### src/rtl/dvsp_pkg.sv
package dvsp_pkg;

  localparam int unsigned CharW    = 8;
  localparam int unsigned FieldW   = 10;
  localparam int unsigned PackedW  = 3 * FieldW;
  localparam int unsigned AccW     = FieldW + 4;

  localparam logic [CharW-1:0]  DOT_CHAR  = 8'h2E;
  localparam logic [CharW-1:0]  ZERO_CHAR = 8'h30;
  localparam logic [CharW-1:0]  NINE_CHAR = 8'h39;
  localparam logic [AccW-1:0]   FIELD_MAX = 14'd1023;

  localparam logic [1:0] POS_MAJOR = 2'd0;
  localparam logic [1:0] POS_MINOR = 2'd1;
  localparam logic [1:0] POS_PATCH = 2'd2;

  typedef logic [FieldW-1:0] field_t;

  typedef struct packed {
    logic [PackedW-1:0] packed_version;
    logic               invalid;
  } result_t;

endpackage

### src/rtl/dotted_version_string_packer.sv
// Path: a result passes the input register, then the result register.
// Throughput: one character per cycle unless in_stall_o is high; parse state updates in a single pass.
// Reset: rst_ni is asynchronous, active low; it empties both registers and
//   clears all parse state.
module dotted_version_string_packer (
  input  logic                           clk_i,
  input  logic                           rst_ni,
  input  logic                           in_valid_i,
  output logic                           in_stall_o,
  input  logic [dvsp_pkg::CharW-1:0]     character_i,
  input  logic                           final_char_i,
  output logic                           out_valid_o,
  input  logic                           out_stall_i,
  output logic [dvsp_pkg::PackedW-1:0]   packed_version_o,
  output logic                           invalid_o
);

  logic                         in_valid_q, in_valid_d;
  logic [dvsp_pkg::CharW-1:0]   char_q;
  logic                         final_q;
  logic                         in_xfer;
  logic                         proc_fire;
  logic                         out_ready;
  dvsp_pkg::result_t            parse_res;
  dvsp_pkg::result_t            out_res;

  assign proc_fire  = in_valid_q && (!final_q || out_ready);
  assign in_stall_o = in_valid_q && !proc_fire;
  assign in_xfer    = in_valid_i && !in_stall_o;

  always_comb begin
    if (in_xfer) begin
      in_valid_d = 1'b1;
    end else begin
      in_valid_d = in_valid_q && !proc_fire;
    end
  end

  always_ff @(posedge clk_i or negedge rst_ni) begin
    if (!rst_ni) begin
      in_valid_q <= 1'b0;
    end else begin
      in_valid_q <= in_valid_d;
    end
  end

  always_ff @(posedge clk_i) begin
    if (in_xfer) begin
      char_q  <= character_i;
      final_q <= final_char_i;
    end
  end

  dvsp_parser u_parser (
    .clk_i   (clk_i),
    .rst_ni  (rst_ni),
    .fire_i  (proc_fire),
    .char_i  (char_q),
    .final_i (final_q),
    .res_o   (parse_res)
  );

  dvsp_out_reg u_out_reg (
    .clk_i       (clk_i),
    .rst_ni      (rst_ni),
    .load_i      (proc_fire && final_q),
    .res_i       (parse_res),
    .ready_o     (out_ready),
    .out_valid_o (out_valid_o),
    .out_stall_i (out_stall_i),
    .res_o       (out_res)
  );

  assign packed_version_o = out_res.packed_version;
  assign invalid_o        = out_res.invalid;

endmodule

### src/rtl/dvsp_parser.sv
module dvsp_parser (
  input  logic                         clk_i,
  input  logic                         rst_ni,
  input  logic                         fire_i,
  input  logic [dvsp_pkg::CharW-1:0]   char_i,
  input  logic                         final_i,
  output dvsp_pkg::result_t            res_o
);

  dvsp_pkg::field_t field_q [3];
  dvsp_pkg::field_t field_d [3];
  logic [1:0]       pos_q, pos_d;
  logic             digit_q, digit_d;
  logic             err_q, err_d;
  logic             skip_q, skip_d;

  logic [1:0]                 pos_c;
  dvsp_pkg::field_t           cur;
  logic [dvsp_pkg::AccW-1:0]  acc;
  logic [3:0]                 digit_val;
  logic                       is_digit;
  logic                       bad;

  assign pos_c     = (pos_q > dvsp_pkg::POS_PATCH) ? dvsp_pkg::POS_PATCH : pos_q;
  assign cur       = field_q[pos_c];
  assign digit_val = 4'(char_i - dvsp_pkg::ZERO_CHAR);
  assign is_digit  = (char_i >= dvsp_pkg::ZERO_CHAR) && (char_i <= dvsp_pkg::NINE_CHAR);
  assign acc       = ({4'b0, cur} << 3) + ({4'b0, cur} << 1)
                   + {{(dvsp_pkg::AccW-4){1'b0}}, digit_val};

  // character update, before the end-of-string check
  always_comb begin
    field_d = field_q;
    pos_d   = pos_q;
    digit_d = digit_q;
    err_d   = err_q;
    skip_d  = skip_q;
    if (!err_q && !skip_q) begin
      if (char_i == dvsp_pkg::DOT_CHAR) begin
        if (!digit_q) begin
          err_d = 1'b1;
        end else if (pos_c == dvsp_pkg::POS_PATCH) begin
          skip_d = 1'b1;
        end else begin
          pos_d   = pos_c + 2'd1;
          digit_d = 1'b0;
        end
      end else if (!is_digit) begin
        err_d = 1'b1;
      end else if (acc > dvsp_pkg::FIELD_MAX) begin
        err_d = 1'b1;
      end else begin
        field_d[pos_c] = acc[dvsp_pkg::FieldW-1:0];
        digit_d        = 1'b1;
      end
    end
  end

  assign bad = err_d || (pos_d < dvsp_pkg::POS_MINOR) || !digit_d;
  assign res_o.invalid        = bad;
  assign res_o.packed_version = bad ? '0 : {field_d[0], field_d[1], field_d[2]};

  always_ff @(posedge clk_i or negedge rst_ni) begin
    if (!rst_ni) begin
      field_q <= '{default: '0};
      pos_q   <= '0;
      digit_q <= 1'b0;
      err_q   <= 1'b0;
      skip_q  <= 1'b0;
    end else if (fire_i) begin
      if (final_i) begin
        field_q <= '{default: '0};
        pos_q   <= '0;
        digit_q <= 1'b0;
        err_q   <= 1'b0;
        skip_q  <= 1'b0;
      end else begin
        field_q <= field_d;
        pos_q   <= pos_d;
        digit_q <= digit_d;
        err_q   <= err_d;
        skip_q  <= skip_d;
      end
    end
  end

endmodule

### src/rtl/dvsp_out_reg.sv
module dvsp_out_reg (
  input  logic                clk_i,
  input  logic                rst_ni,
  input  logic                load_i,
  input  dvsp_pkg::result_t   res_i,
  output logic                ready_o,
  output logic                out_valid_o,
  input  logic                out_stall_i,
  output dvsp_pkg::result_t   res_o
);

  logic              valid_q, valid_d;
  dvsp_pkg::result_t res_q;

  assign ready_o     = !valid_q || !out_stall_i;
  assign out_valid_o = valid_q;
  assign res_o       = res_q;

  always_comb begin
    if (load_i) begin
      valid_d = 1'b1;
    end else begin
      valid_d = valid_q && out_stall_i;
    end
  end

  always_ff @(posedge clk_i or negedge rst_ni) begin
    if (!rst_ni) begin
      valid_q <= 1'b0;
    end else begin
      valid_q <= valid_d;
    end
  end

  always_ff @(posedge clk_i) begin
    if (load_i) begin
      res_q <= res_i;
    end
  end

endmodule
### config.mk
export PLATFORM = sky130hd
export DESIGN_NAME = dotted_version_string_packer
export DESIGN_NICKNAME = d
export VERILOG_FILES = /design/src/rtl/dvsp_pkg.sv /design/src/rtl/dotted_version_string_packer.sv /design/src/rtl/dvsp_parser.sv /design/src/rtl/dvsp_out_reg.sv
export SDC_FILE = /design/constraint.sdc
export NUM_CORES = 1
export LEC_CHECK = 0
export ABC_AREA = 0
export BUFFER_PORTS_ARGS = -buffer_cell sky130_fd_sc_hd__buf_2
export CAP_MARGIN = 40
export CELL_PAD_IN_SITES_DETAIL_PLACEMENT = 0
export CELL_PAD_IN_SITES_GLOBAL_PLACEMENT = 1
export CORE_MARGIN = 4
export CORE_UTILIZATION = 47
export CTS_CLUSTER_SIZE = 8
export DETAILED_ROUTE_END_ITERATION = 10
export PLACE_DENSITY_LB_ADDON = 0.1
export SYNTH_ARGS = -nofsm -noshare
export SYNTH_HDL_FRONTEND = slang
export SYNTH_SLANG_ARGS = --single-unit
### constraint.sdc
create_clock -name clk_i -period 6.4 [get_ports clk_i]
set_clock_uncertainty 0.2 [all_clocks]
set_input_delay 1.28 -clock clk_i [delete_from_list [all_inputs] [get_ports clk_i]]
set_output_delay 1.28 -clock clk_i [all_outputs]
set_load 0.05 [all_outputs]
==> run_results.csv <==
group,metric,value,unit
floorplanning,ios,46,
global_routing,gr-total-overflow,0,
worst_setup_path,cp_slowest_cell,"ha_1",
cells_and_area,layout.cells.non_filler,623,
power_and_ir_drop,power_density,292,nW/um^2
synth,ys.flop_type,"edfxtp_1",
drt,drt_iter0_drc,178,
global_routing,antenna_found_initial,0,
cells_and_area,multiInputGateArea,2380,sq um
drt,finalWirelength,11000,um
clock_tree,hold_buffers,0,
timing,period_share,82.0,%
drt,dr.pass1.iters,5,
synth,ys_ff_latch,77,
synth,syn_avg_cell_area,10.7,sq um
cells_and_area,fillers,891,
flow_run,cap_violations,0,
placed_design,dp.cells,607,
hold_path,hold_class,"flip-flop to flip-flop",
cells_and_area,drive_gt1_share,20.0,%
synth,synth_edf_count,40,
synth,syn_area,4690,sq um
drt,post_drt_via_cell_ratio,5.50,
synth,syn_nets,477,
floorplanning,chipHeight,108,um
timing,finalMaxSlewViolations,0,
power_and_ir_drop,p_switching,0.582,mW
hold_path,hold_depth,2,
worst_setup_path,critPathLaunchType,"flip-flop",
run_status,status,"finished, final reports clean",
power_and_ir_drop,seq_power_share,43.3,%
clock_tree,numCtsBuffers,9,
cells_and_area,n_antenna_cell,0,
clock_tree,insertion_delay,360,ps
clock_tree,h-tree-depth,3,
power_and_ir_drop,intPower,0.960,mW
worst_setup_path,crit_required,6310,ps
timing,slew_headroom,47.9,%
worst_setup_path,endpoint_kind,"flip-flop",
global_routing,grt_first_pass_wirelength,17700,um
worst_setup_path,cpPeakStageDelay,670,ps
cells_and_area,syn_to_final_growth,12.5,%
timing,period_minus_slack,5250,ps
placed_design,port-buffer-count,45,
synth,async_reset_ff_share,48.1,%
drt,detail-route-antenna-nets,0,
clock_tree,clockBufferDepth,2,
drt,remaining_drc_errors,0,
power_and_ir_drop,pwr-share-clk,22.8,%
cells_and_area,final_cell_mix,"nand2_1, mux2i_1, nor2_1",
worst_setup_path,path_cells,"inv_1 > ha_1 > mux2i_1 > nor2_1 > a31o_2 > ha_1 > ha_1 > fa_1 > a211oi_2 > o21ai_2 > a21oi_1 > mux2i_4 > o2111ai_2 > buf_6 > mux2i_1 > nor2_1",
clock_tree,cts-root-buf,"clkbuf_8",
worst_setup_path,cpMostUsedCell,"ha_1",
power_and_ir_drop,power_frac_comb,33.9,%
power_and_ir_drop,p_sw_share,37.7,%
synth,netlist_instances,438,
floorplanning,start_util,48.2,%
timing,worst_pin_slew,778,ps
floorplanning,rows,36,
timing,fmax,191,MHz
floorplanning,die_w,108,um
synth,ys_types,59,
clock_tree,cts_sinks,77,
clock_tree,clkSlewWorstSetupHoldPaths,80,ps
worst_setup_path,worstSetupPathType,"flip-flop to flip-flop",
clock_tree,cts_tree,"yes",
timing,rsz0062_at_grt,"no",
hold_path,holdPathEnd,"u_parser.field_q[27]",
drt,wl_per_cell,17.6,um
worst_setup_path,reg2regPathDepth,16,
floorplanning,die_area,11600,sq um
timing,setup_viol,0,
cells_and_area,mostFrequentLayoutCell,"nand2_1",
global_routing,grt_max_degree,35,
placed_design,dp_hpwl,8000,um
worst_setup_path,worst_r2r_endpoint,"u_out_reg.res_o[1]",
worst_setup_path,critical_path_arrival,5150,ps
clock_tree,cts_setup_buffers,0,
floorplanning,core,9730,sq um
timing,whs,340,ps
worst_setup_path,crit_path_max_fanout,14,
drt,vias,3428,
worst_setup_path,reg2reg_from,"u_parser.pos_q[1]",
cells_and_area,regArea,2130,sq um
placed_design,place.gp.congestion,0.862,
synth,yosys_warnings,0,
synth,synth_seq_area_share,45.4,%
hold_path,hold_path.startpoint,"u_parser.field_q[27]",
timing,report.final.hold_viol_count,0,
power_and_ir_drop,ir_worst_vdd,0.125,mV
clock_tree,cts_resized,0,
timing,tns,0,ps
cells_and_area,nets,524,
global_routing,grt_usage,20.0,%
worst_setup_path,r2r_setup_slack,1150,ps
power_and_ir_drop,leakage,2.50,nW
global_routing,grt_pass1_vias,3294,
-- Yosys cell counts, types with 2 or more instances --
library cell / n / area share (%)
o211ai_1: 16 / 2.6
inv_1: 10 / 0.80
nor4_1: 2 / 0.27
a21oi_1: 6 / 0.64
a31o_2: 7 / 1.3
fa_1: 2 / 0.85
nand3_1: 35 / 3.7
clkbuf_1: 9 / 0.72
and3_1: 2 / 0.27
mux2i_1: 49 / 10
buf_6: 6 / 1.4
edfxtp_1: 40 / 26
nand2_1: 50 / 4.0
nor3b_1: 2 / 0.32
a211oi_2: 3 / 0.80
o2111ai_2: 2 / 0.64
xor2_1: 4 / 0.75
nor2_1: 49 / 3.9
or2_2: 2 / 0.27
buf_2: 2 / 0.21
ha_1: 24 / 6.4
a21oi_2: 3 / 0.56
xnor2_1: 3 / 0.56
and2_1: 7 / 0.93
buf_1: 3 / 0.24
dfrtp_1: 37 / 20
a21o_1: 9 / 1.4
o21ai_0: 8 / 0.85
nor2b_1: 7 / 0.93
nand2b_1: 9 / 1.2
o211ai_2: 2 / 0.53
-- metrics by stage --
step	util, %	power [mW]	area (sq um)	setup slack [ps]
final	54.2	1.54	5270	1150
after global routing	54.2	1.63	5270	868
after CTS	54.2	1.55	5270	1120
after detailed placement	52.3	1.20	5090	1160
after global placement	51.3	1.18	4990	976
after floorplan	-	1.03	4690	1790
-- state kept, by name (all words and copies together), names as in the netlist --
name and cells:
char_q 8, final_q 1, in_valid_q 1, u_out_reg.out_valid_o 1, u_out_reg.res_o 31, u_parser.digit_q 1
u_parser.err_q 1, u_parser.field_q 30, u_parser.pos_q 2, u_parser.skip_q 1
-- worst max-delay path by stage --
stage          slack [ps]             endpoint               from  cells after the start
2_1_floorplan        1790  u_out_reg.res_o[10]  u_parser.pos_q[1]                     18
3_3_place_gp          980  u_out_reg.res_o[14]  u_parser.pos_q[1]                     15
3_5_place_dp         1160   u_out_reg.res_o[1]  u_parser.pos_q[1]                     16
4_1_cts              1120   u_out_reg.res_o[1]  u_parser.pos_q[1]                     16
5_1_grt               870   u_out_reg.res_o[1]  u_parser.pos_q[1]                     15
6_report             1150   u_out_reg.res_o[1]  u_parser.pos_q[1]                     16
-- power by group through the flow --
| stage | Sequential, mW | Combinational [mW] | Clock [mW] |
|---|---|---|---|
| final | 0.667 | 0.523 | 0.352 |
| after global routing | 0.675 | 0.573 | 0.385 |
| after CTS | 0.664 | 0.523 | 0.359 |
| after detailed placement | 0.676 | 0.521 | 0 |
| after global placement | 0.676 | 0.508 | 0 |
| after floorplan | 0.677 | 0.358 | 0 |
-- worst max-delay path, delay by kind of cell (launching register included) --
kind	cells	cell delay (ps)
compound gates	5	1520
fa+ha+maj	4	1640
buf+inv	2	390
flops	1	420
mux	3	680
simple gates	2	120
-- routing by layer --
layer / track usage [%] / up-vias / routed length [um]
li1: - / 1686 / -
met1: 29.2 / 1604 / 5330
met2: 29.7 / 124 / 4770
met3: 3.84 / 14 / 678
met4: 7.03 / 0 / 184
met5: 0 / - / 0
-- final cells by class --
| class | instances | share of cell area [%] |
|---|---|---|
| clock buffers | 11 | 2.49 |
| clock inverters | 5 | 0.973 |
| inverters | 11 | 0.783 |
| multi-input cells | 328 | 45.1 |
| flip-flops and latches | 77 | 40.3 |
| well taps | 133 | 3.16 |
| repair buffers | 58 | 7.19 |
-- logic make-up after synthesis --
group,share of synthesized area (%)
AND/OR/NAND/NOR,18.0
flip-flops,45.4
AO/OA/AOI/OAI,12.9
multiplexers,11.2
buffers and inverters,3.98
adder cells (fa/ha/maj),7.26
XOR/XNOR,1.31
Note: power is estimated with default switching activity, not from simulation.
